$ cat config.mk
export PLATFORM = sky130hd
export DESIGN_NAME = luhn_card_number_classifier
export DESIGN_NICKNAME = d
export VERILOG_FILES = /design/src/rtl/luhn_pkg.sv /design/src/rtl/luhn_bcd_conv.sv /design/src/rtl/luhn_digit_scan.sv /design/src/rtl/luhn_card_number_classifier.sv
export SDC_FILE = /design/constraint.sdc
export NUM_CORES = 1
export LEC_CHECK = 0
export BUFFER_PORTS_ARGS = -buffer_cell sky130_fd_sc_hd__buf_2
export CAP_MARGIN = 40
export CORE_MARGIN = 5
export CORE_UTILIZATION = 40
export CTS_BUF_LIST = sky130_fd_sc_hd__clkbuf_4 sky130_fd_sc_hd__clkbuf_8
export CTS_CLUSTER_SIZE = 28
export DETAILED_ROUTE_END_ITERATION = 12
export PLACE_DENSITY_LB_ADDON = 0.05
export RECOVER_POWER = 25
export SYNTH_ARGS = -nofsm -noshare
export SYNTH_HDL_FRONTEND = slang
export SYNTH_SLANG_ARGS = --single-unit
$ cat constraint.sdc
create_clock -name clk -period 4.5 [get_ports clk]
set_input_delay 0.45 -clock clk [delete_from_list [all_inputs] [get_ports clk]]
set_output_delay 0.45 -clock clk [all_outputs]
set_load 0.02 [all_outputs]
$ cat src/rtl/luhn_pkg.sv
// ----------------------------------------------------------------------------
// luhn_pkg
// Shared widths, types and digit helpers of the Luhn card number classifier.
// ----------------------------------------------------------------------------
package luhn_pkg;

	// binary card number and its decimal image
	localparam int BIN_W      = 54;
	localparam int DIGITS     = 17;
	localparam int BCD_W      = 4 * DIGITS;
	localparam int BIT_CNT_W  = $clog2(BIN_W);
	localparam int DIG_IDX_W  = $clog2(DIGITS + 1);

	// issuer codes
	localparam logic [1:0] ISSUER_NONE = 2'd0;
	localparam logic [1:0] ISSUER_A    = 2'd1;
	localparam logic [1:0] ISSUER_B    = 2'd2;
	localparam logic [1:0] ISSUER_C    = 2'd3;

	// summary of the digit scan, handed to the classifier
	typedef struct packed {
		logic       total_zero;
		logic [4:0] count;
		logic [6:0] lead;
	} luhn_scan_t;

	// doubled digit with its two decimal digits added
	function automatic logic [3:0] luhn_double(input logic [3:0] d);
		logic [4:0] d2;
		d2 = {d, 1'b0};
		if (d2 >= 5'd10) begin
			d2 = d2 - 5'd9;
		end
		return d2[3:0];
	endfunction

	// add 3 to a bcd digit of 5 or more before the next shift
	function automatic logic [3:0] bcd_adjust(input logic [3:0] d);
		return (d >= 4'd5) ? d + 4'd3 : d;
	endfunction

endpackage

$ cat src/rtl/luhn_bcd_conv.sv
// ----------------------------------------------------------------------------
// luhn_bcd_conv
// Bit-serial binary to decimal converter: one shift-and-adjust per cycle.
// ----------------------------------------------------------------------------
module luhn_bcd_conv
	import luhn_pkg::*;
(
	input  logic             clk,
	input  logic             arst_n,
	input  logic             start,
	input  logic [BIN_W-1:0] bin,
	output logic             done,
	output logic [BCD_W-1:0] bcd
);

	logic [BIN_W-1:0]     bin_q;
	logic [BCD_W-1:0]     bcd_q;
	logic [BIT_CNT_W-1:0] cnt_q;
	logic                 busy_q;
	logic                 done_q;
	logic [BCD_W-1:0]     adj;

	// adjust every digit independently
	always_comb begin
		for (int i = 0; i < DIGITS; i++) begin
			adj[4*i +: 4] = bcd_adjust(bcd_q[4*i +: 4]);
		end
	end

	always_ff @(posedge clk or negedge arst_n) begin
		if (!arst_n) begin
			busy_q <= 1'b0;
			done_q <= 1'b0;
			cnt_q  <= '0;
		end else begin
			done_q <= 1'b0;
			if (start) begin
				busy_q <= 1'b1;
				cnt_q  <= '0;
			end else if (busy_q) begin
				cnt_q <= cnt_q + 1'b1;
				if (cnt_q == BIT_CNT_W'(BIN_W - 1)) begin
					busy_q <= 1'b0;
					done_q <= 1'b1;
				end
			end
		end
	end

	always_ff @(posedge clk) begin
		if (start) begin
			bin_q <= bin;
			bcd_q <= '0;
		end else if (busy_q) begin
			bin_q <= {bin_q[BIN_W-2:0], 1'b0};
			bcd_q <= {adj[BCD_W-2:0], bin_q[BIN_W-1]};
		end
	end

	assign done = done_q;
	assign bcd  = bcd_q;

endmodule

$ cat src/rtl/luhn_digit_scan.sv
// ----------------------------------------------------------------------------
// luhn_digit_scan
// Walks the decimal digits from the right, one per cycle: Luhn total mod 10,
// digit count and leading pair.
// ----------------------------------------------------------------------------
module luhn_digit_scan
	import luhn_pkg::*;
(
	input  logic             clk,
	input  logic             arst_n,
	input  logic             start,
	input  logic [BCD_W-1:0] bcd,
	output logic             done,
	output luhn_scan_t       scan
);

	logic [BCD_W-1:0]     dig_q;
	logic [DIG_IDX_W-1:0] idx_q;
	logic                 busy_q;
	logic                 done_q;
	logic [3:0]           total_q;
	logic [4:0]           count_q;
	logic [6:0]           lead_q;
	logic [3:0]           prev_q;

	logic [3:0] d;
	logic [3:0] v;
	logic [4:0] sum;

	always_comb begin
		d   = dig_q[3:0];
		v   = idx_q[0] ? luhn_double(d) : d;
		sum = {1'b0, total_q} + {1'b0, v};
		if (sum >= 5'd10) begin
			sum = sum - 5'd10;
		end
	end

	always_ff @(posedge clk or negedge arst_n) begin
		if (!arst_n) begin
			busy_q <= 1'b0;
			done_q <= 1'b0;
			idx_q  <= '0;
		end else begin
			done_q <= 1'b0;
			if (start) begin
				busy_q <= 1'b1;
				idx_q  <= '0;
			end else if (busy_q) begin
				idx_q <= idx_q + 1'b1;
				if (idx_q == DIG_IDX_W'(DIGITS - 1)) begin
					busy_q <= 1'b0;
					done_q <= 1'b1;
				end
			end
		end
	end

	always_ff @(posedge clk) begin
		if (start) begin
			dig_q   <= bcd;
			total_q <= '0;
			count_q <= '0;
			lead_q  <= '0;
			prev_q  <= '0;
		end else if (busy_q) begin
			dig_q   <= {4'd0, dig_q[BCD_W-1:4]};
			total_q <= sum[3:0];
			prev_q  <= d;
			if (d != 4'd0) begin
				count_q <= 5'(idx_q) + 5'd1;
				if (idx_q == '0) begin
					lead_q <= {3'd0, d};
				end else begin
					lead_q <= 7'({3'd0, d} * 7'd10) + {3'd0, prev_q};
				end
			end
		end
	end

	assign done            = done_q;
	assign scan.total_zero = (total_q == 4'd0);
	assign scan.count      = count_q;
	assign scan.lead       = lead_q;

endmodule

$ cat src/rtl/luhn_card_number_classifier.sv
// ----------------------------------------------------------------------------
// luhn_card_number_classifier
// Luhn mod-10 check and issuer classification of a binary card number.
// ----------------------------------------------------------------------------
// a transfer in happens when start is high while busy is low; busy then stays
// high until the result is out, and one item is handled at a time. each item
// passes from start to the done strobe through the bit-serial binary to
// decimal converter (one input bit per cycle), the digit scan (one decimal
// digit per cycle) and the hand-off and classification. the result shows on
// issuer, checksum_ok, digit_count and leading_pair, marked by done, which is
// high for exactly one cycle; the receiver cannot stall it, so it must take
// every result transfer as it comes. a new start is taken already in the
// cycle in which done is shown.
module luhn_card_number_classifier
	import luhn_pkg::*;
(
	input  logic             clk,
	input  logic             arst_n,
	input  logic             start,
	output logic             busy,
	input  logic [BIN_W-1:0] card_number,
	output logic             done,
	output logic [1:0]       issuer,
	output logic             checksum_ok,
	output logic [4:0]       digit_count,
	output logic [6:0]       leading_pair
);

	// sequencer states
	localparam logic [1:0] ST_IDLE = 2'd0;
	localparam logic [1:0] ST_CONV = 2'd1;
	localparam logic [1:0] ST_SCAN = 2'd2;

	logic [1:0]       state_q;
	logic             accept;
	logic             conv_done;
	logic [BCD_W-1:0] bcd;
	logic             scan_done;
	luhn_scan_t       scan;
	logic [1:0]       issuer_d;

	logic             done_q;
	logic [1:0]       issuer_q;
	logic             ok_q;
	logic [4:0]       count_q;
	logic [6:0]       lead_q;

	assign busy   = (state_q != ST_IDLE);
	assign accept = start && !busy;

	// binary to decimal, one bit per cycle
	luhn_bcd_conv u_conv (
		.clk    (clk),
		.arst_n (arst_n),
		.start  (accept),
		.bin    (card_number),
		.done   (conv_done),
		.bcd    (bcd)
	);

	// digit walk from the least significant digit
	luhn_digit_scan u_scan (
		.clk    (clk),
		.arst_n (arst_n),
		.start  (conv_done),
		.bcd    (bcd),
		.done   (scan_done),
		.scan   (scan)
	);

	// sequencer: idle, converting, scanning
	always_ff @(posedge clk or negedge arst_n) begin
		if (!arst_n) begin
			state_q <= ST_IDLE;
		end else begin
			unique case (state_q)
				ST_IDLE: begin
					if (accept) begin
						state_q <= ST_CONV;
					end
				end
				ST_CONV: begin
					if (conv_done) begin
						state_q <= ST_SCAN;
					end
				end
				ST_SCAN: begin
					if (scan_done) begin
						state_q <= ST_IDLE;
					end
				end
				default: begin
					state_q <= ST_IDLE;
				end
			endcase
		end
	end

	// issuer rules; a zero input has no digits and never gets an issuer
	always_comb begin
		issuer_d = ISSUER_NONE;
		if (scan.total_zero && (scan.count != 5'd0)) begin
			if (scan.count == 5'd16) begin
				if (scan.lead >= 7'd40 && scan.lead <= 7'd49) begin
					issuer_d = ISSUER_A;
				end else if (scan.lead > 7'd50 && scan.lead < 7'd56) begin
					issuer_d = ISSUER_B;
				end
			end else if (scan.count == 5'd15) begin
				if (scan.lead == 7'd34 || scan.lead == 7'd37) begin
					issuer_d = ISSUER_C;
				end
			end else if (scan.count == 5'd13) begin
				if (scan.lead >= 7'd40 && scan.lead <= 7'd49) begin
					issuer_d = ISSUER_A;
				end
			end
		end
	end

	// one-cycle result strobe
	always_ff @(posedge clk or negedge arst_n) begin
		if (!arst_n) begin
			done_q <= 1'b0;
		end else begin
			done_q <= scan_done;
		end
	end

	// result payload
	always_ff @(posedge clk) begin
		if (scan_done) begin
			issuer_q <= issuer_d;
			ok_q     <= scan.total_zero;
			count_q  <= scan.count;
			lead_q   <= scan.lead;
		end
	end

	assign done         = done_q;
	assign issuer       = issuer_q;
	assign checksum_ok  = ok_q;
	assign digit_count  = count_q;
	assign leading_pair = lead_q;

endmodule

* Yosys cells after proc, flatten, opt, wreduce, memory -nomap -nowiden
Cells that the tools add are included.
** Storage, ports and cells
- Register bits :: 243
- Bits of input ports :: 57
- Output and inout port bits :: 17
** Cells by class
- Add/subtract/negate cells :: 23
- Reduce and logical (&&, ||, !) cells :: 16
- Equality and inequality tests :: 12
- Order comparisons :: 23
- Multiply operators :: 1
- Muxes and demuxes :: 52
** Operators by type and width (count)
- 2-to-1 mux 68 bit :: 2
- 2-to-1 mux 54 bit :: 2
- 2-to-1 mux 4 bit :: 19
- >= comparator 4 x 3 -> 1 bit (second input constant) :: 17
- adder 4 x 2 -> 4 bit (second input constant) :: 16
- 2-to-1 mux 2 bit :: 8
- equality test 7 x 6 -> 1 bit (second input constant) :: 2
- 2-to-1 mux 1 bit :: 14
- 2-to-1 mux 6 bit :: 2
- equality test 5 x 4 -> 1 bit (second input constant) :: 2
- equality test 5 bit (second input constant) :: 2
- >= comparator 5 x 4 -> 1 bit (second input constant) :: 2
- 2-to-1 mux 5 bit :: 2
- subtractor 4 bit (second input constant) :: 2
- adder 7 x 4 -> 7 bit :: 1
- >= comparator 7 x 6 -> 1 bit (second input constant) :: 1
- greater-than comparator 7 x 6 -> 1 bit (second input constant) :: 1
- less-or-equal comparator 7 x 6 -> 1 bit (second input constant) :: 1
- less-than comparator 7 x 6 -> 1 bit (second input constant) :: 1
- 2-to-1 mux 7 bit :: 1
- adder 6 x 1 -> 6 bit (second input constant) :: 1
- equality test 6 bit (second input constant) :: 1
- multiplier 4 x 3 -> 6 bit (second input constant) :: 1
- case mux 2 bit (3 select lines) :: 1
- 19 further kinds :: 25

* Depth between registers and ports, before layout
- Word-level depth :: 6
- Mapped depth :: 16
- Gate-level depth less buffers :: 16

* Hierarchy
A second synthesis with hierarchy kept.
** Second synthesis, totals
- Cells, all modules :: 1057
- Area, all modules :: 11957.7 um2
** By module, submodules not included
- luhn_bcd_conv :: sequential area each 3183.1 um2, cells each 677, area each 6752.7 um2, times used 1
- luhn_digit_scan :: sequential area each 2617.5 um2, cells each 335, area each 4516.8 um2, times used 1
- luhn_card_number_classifier :: sequential area each 525.5 um2, cells each 45, area each 688.2 um2, times used 1

* Least setup slack after synthesis
Ideal clock, no wire load.
- Kind :: register to register
- Start point :: reg u_scan.dig_q[1]
- End point :: reg u_scan.total_q[1]
- Period minus slack after synthesis :: 3.227 ns
- Arrival :: 3.136 ns
- Stages on the path, launching flop included :: 16
- Library setup time :: 0.091 ns
- Data required time :: 4.409 ns
- Setup slack :: 1.273 ns
- Cells stage by stage :: edfxtp_1 -> inv_1 -> ha_1 -> nand2b_1 -> a21oi_1 -> xnor2_1 -> nand2_1 -> a21boi_0 -> fa_1 -> xnor2_1 -> inv_1 -> ha_1 -> o31a_1 -> o211ai_2 -> or3_1 -> a311oi_1
** Between the ends
- Word-level cells in the longest chain between the ends :: 6
** Ends and longest elaborated chain
- start: declaration :: line luhn_digit_scan.sv:17 : logic [BCD_W-1:0] dig_q;
- start signal: assignment :: line luhn_digit_scan.sv:67 : dig_q <= {4'd0, dig_q[BCD_W-1:4]};
- >= comparator 5 x 4 -> 1 bit / subtractor 4 bit (equally long branches) :: line luhn_pkg.sv:31, luhn_pkg.sv:32
- 2-to-1 mux 4 bit :: line luhn_pkg.sv:31 : if (d2 >= 5'd10) begin
- 2-to-1 mux 4 bit * :: line luhn_digit_scan.sv:32 : v = idx_q[0] ? luhn_double(d) : d;
- adder 4 x 4 -> 5 bit * :: line luhn_digit_scan.sv:33 : sum = {1'b0, total_q} + {1'b0, v};
- subtractor 4 bit / >= comparator 5 x 4 -> 1 bit (equally long branches) :: line luhn_digit_scan.sv:35, luhn_digit_scan.sv:34
- 2-to-1 mux 4 bit * :: line luhn_digit_scan.sv:34 : if (sum >= 5'd10) begin
- end signal: assignment :: line luhn_digit_scan.sv:68 : total_q <= sum[3:0];
- end: declaration :: line luhn_digit_scan.sv:21 : logic [3:0] total_q;
Every way passes the cells marked *; elsewhere a longest branch is shown, timed or not.
A chain may end at the register's enable or synchronous reset.

* Worst setup path after layout
- Start point :: reg state_q[0]
- End point :: reg u_conv.bin_q[10] (data pin)
** Between the ends
- Word-level cells in the longest chain between the ends :: 4
** Ends and longest elaborated chain
- start: declaration :: line luhn_card_number_classifier.sv:34 : logic [1:0] state_q;
- start signal: assignment :: line luhn_card_number_classifier.sv:74 : state_q <= ST_IDLE;
- start signal: assignment :: line luhn_card_number_classifier.sv:79 : state_q <= ST_CONV;
- start signal: assignment :: line luhn_card_number_classifier.sv:84 : state_q <= ST_SCAN;
- nonzero test 2 bit :: line luhn_card_number_classifier.sv:48 : assign busy = (state_q != ST_IDLE);
- zero test 1 bit :: line luhn_card_number_classifier.sv:49 : assign accept = start && !busy;
- logical AND 1 bit :: line luhn_card_number_classifier.sv:49
- 2-to-1 mux 54 bit :: line luhn_bcd_conv.sv:51 : if (start) begin
- end signal: assignment :: line luhn_bcd_conv.sv:52 : bin_q <= bin;
- end signal: assignment :: line luhn_bcd_conv.sv:55 : bin_q <= {bin_q[BIN_W-2:0], 1'b0};
- end: declaration :: line luhn_bcd_conv.sv:16 : logic [BIN_W-1:0] bin_q;
No other way between the ends.

==> metrics.md <==
| Metric | Value |
|---|---|
| Status | `finished, violations left` |
| Failing checks | `capacitance limit, slew limit` |
| # diodes | `0` |
| Final hold viol count | `0` |
| Crit-path max FO | `129` |
| Hold slack | `0.170 ns` |
| Post-synth cell types | `47` |
| Antenna violations before repair | `0` |
| Final clock skew | `0.0165 ns` |
| WP buf/inv | `1` |
| VDD IR max | `0.293 mV` |
| Core Rows | `62` |
| Synth Cell Area | `11600 µm²` |
| Initial DRC Count | `282` |
| Power per Cell Area | `716 nW/µm²` |
| Core area | `28700 µm²` |
| Synth warnings | `0` |
| Post-Syn Nets | `1100` |
| # setup viols final | `0` |
| # IOs | `74` |
| CP required | `4.78 ns` |
| Max Freq | `266 MHz` |
| CP max stage cell | `clkbuf_2` |
| Post-CTS Setup Repair Bufs | `0` |
| CTS root buf | `clkbuf_8` |
| Worst hold path class | `in2reg` |
| Tot GR Track Use | `0.133` |
| Footprint of the multi-input gates | `4920 µm²` |
| Critical Path, Cell by Cell | `or2_2, nor2_4, clkbuf_2, mux2_2` |
| Die Width | `181 µm` |
| Share of layout cells above drive strength 1 | `0.237` |
| HPWL after DPL | `12.7 mm` |
| EDFF count, synth | `137` |
| Seq cells post-synth | `243` |
| Clk_lat worst skew | `0.54 ns` |
| Met1 wire length | `10.1 mm` |
| Highest routed layer | `met4` |
| Drt first pass iters | `4` |
| DR vias/cell | `4.85` |
| Setup TNS | `0 ns` |
| Syn Area/Cell | `11.8 µm²` |
| Total internal power | `6260 µW` |
| Final min period | `3.76 ns` |
| Total number of vias | `7224` |
| Largest stage delay on the critical path | `2.11 ns` |
| Layout overhead on the synthesized area | `13.8%` |
| Combinational share of power | `0.336` |
| Max-slew violation count | `130` |
| CTS tree | `built` |
| DRC viols | `0` |
| WS Path Type | `reg2reg` |
| Vias in the first global route | `7445` |
| Clk network pwr share | `0.227` |
| Met2 wire len | `9.92 mm` |
| Max Root-Sink Buffers | `3` |
| Relative slew margins | `-1.01` |
| FILL cells | `2766` |
| Largest net degree at the start of global routing | `130` |
| Reg area | `6330 µm²` |
| Post-CTS resize count | `0` |
| Die footprint | `32600 µm²` |
| Global-route wire length before repair | `36.7 mm` |
| Startpoint Class | `flop` |
| Switching share of power | `0.340` |
| Clk sink count | `243` |
| Worst path arrival time | `4.04 ns` |
| Final WL | `21.4 mm` |
| Grt total ovfl | `0` |
| Family with the most delay on the worst path | `buffers and inverters` |
| Starting Density | `0.405` |
| Unrepaired setup endpoints after global routing | `no` |
| Final #Nets | `1181` |
| Measured slew at the worst slew-check pin | `3.02 ns` |
| Cells after synthesis | `989` |
| CP Capture Type | `flop` |
| Post-route clock period utilization | `0.836` |
| Num CTS Buffers | `45` |
| # port buffers | `73` |
| Pleak | `0.00509 µW` |
| Most used DFF post-synth | `edfxtp_1` |
| GP Congestion | `0.725` |
| Max-cap viol count | `1` |
| Metal3 WL | `780 µm` |
| CTS H-Tree Depth | `2` |
| Sequential power share | `0.437` |
| Post-synth ARST share | `0.0741` |
| Routed WL per cell | `14.4 µm` |
| Remaining antenna violation count | `0` |
| CTS Hold Bufs | `1` |
| Net Sw Power | `3220 µW` |
| Sequential area share after synthesis | `0.544` |
| Clock slew at reported path FFs | `0.06 ns` |
| Die Y-Extent | `181 µm` |
## kinds of logic (layout without fill, tap and decap cells)
group	Yosys count	after routing	share of synthesized area
compound gates	167	167	0.0849
fa+ha+maj	54	54	0.0600
flops	243	243	0.544
mux	147	147	0.139
simple gates	232	232	0.100
xor+xnor	50	50	0.0377
buf+inv	96	212	0.0338
## sequential cells by signal (all words and copies together), names as in the netlist, 2 cells and up
register        count
u_scan.dig_q       68
u_conv.cnt_q        6
u_scan.lead_q       7
u_scan.idx_q        5
u_conv.bin_q       54
u_scan.total_q      4
issuer              2
state_q             2
u_scan.prev_q       4
leading_pair        7
u_conv.bcd         68
u_scan.count_q      5
digit_count         5
## stage by stage
stage           util  instance area [µm²]  power (µW)  setup WS, ns  instances
2_1_floorplan      -                11600        6680          1.27        989
3_3_place_gp   0.430                12300        7370         0.997       1406
3_5_place_dp   0.430                12300        7410         0.945       1406
4_1_cts        0.462                13300        9650         0.920       1489
5_1_grt        0.461                13200       10300         0.344       1489
6_report       0.461                13200        9480         0.738       1489
## worst paths after layout
path,end,slack (ns),start,depth (start not counted)
worst max register to register,u_conv.bin_q[10],0.74,state_q[0],4
worst max-delay path,u_conv.bin_q[10],0.74,state_q[0],4
max in group asynchronous,u_conv.busy_q,3.04,arst_n,2
worst min-delay path,state_q[0],0.17,start,3
worst min register to register,state_q[0],0.48,state_q[1],1
min in group asynchronous,u_conv.done,0.65,arst_n,2
## synthesized netlist by cell type (17+ instances only)
master / instances / area [µm²]
mux2_2: 118 / 1330
o21ai_0: 45 / 225
nor2_1: 54 / 203
nand3_1: 37 / 185
ha_1: 51 / 638
mux2i_1: 29 / 290
buf_2: 17 / 85.1
a21oi_1: 66 / 330
edfxtp_1: 137 / 4110
dfrtp_1: 18 / 450
dfxtp_1: 88 / 1760
a21o_1: 18 / 135
nand2_1: 53 / 199
o211ai_1: 19 / 143
inv_1: 50 / 188
nand2b_1: 53 / 332
xnor2_1: 42 / 368
clkbuf_1: 21 / 78.8
## power groups by stage
stage	clock, µW	combinational, µW	sequential, µW
after CTS	2250	3250	4160
after global placement	0	3180	4190
after detailed placement	0	3220	4190
final	2160	3180	4140
after floorplan	0	2810	3870
after global routing	2350	3700	4280
## cell usage in the layout (no fill, tap or decap), types with 5 or more instances in the layout
cell type  instances
xnor2_1           42
buf_4              5
clkbuf_1          17
nand3_1           37
dfxtp_1           88
a21oi_1           66
a211oi_1           8
a21o_1            18
nor2_1            53
clkbuf_4          18
buf_2             56
xor2_1             8
clkbuf_8          51
clkinv_1           8
mux2_2           117
inv_1             49
o21ai_0           45
nand2_1           53
nand4_1            5
edfxtp_1         137
o211ai_1          19
ha_1              51
dfrtp_1           17
mux2i_1           29
nand2b_1          53
## metal layers
layer / GRT usage / vias to the layer above
li1: - / 3698
met5: 0 / -
met1: 0.174 / 3388
met3: 0.0264 / 48
met4: 0.0475 / 0
met2: 0.220 / 90
## worst reg2reg max path, delay by kind of cell, from the launching register on
family / cells / cell delay (ns)
and+or+nand+nor: 2 / 0.43
buffers and inverters: 1 / 2.11
muxes: 1 / 0.55
DFF: 1 / 0.41
## layout make-up
cell class,instances,share of cell area
clock inverters,13,0.00643
well taps,384,0.0363
flip-flops and latches,243,0.478
multi-input cells,650,0.372
clock buffers,69,0.0633
repair buffers,80,0.0300
inverters,50,0.0142
No activity file was read; power rests on OpenSTA's default activity.
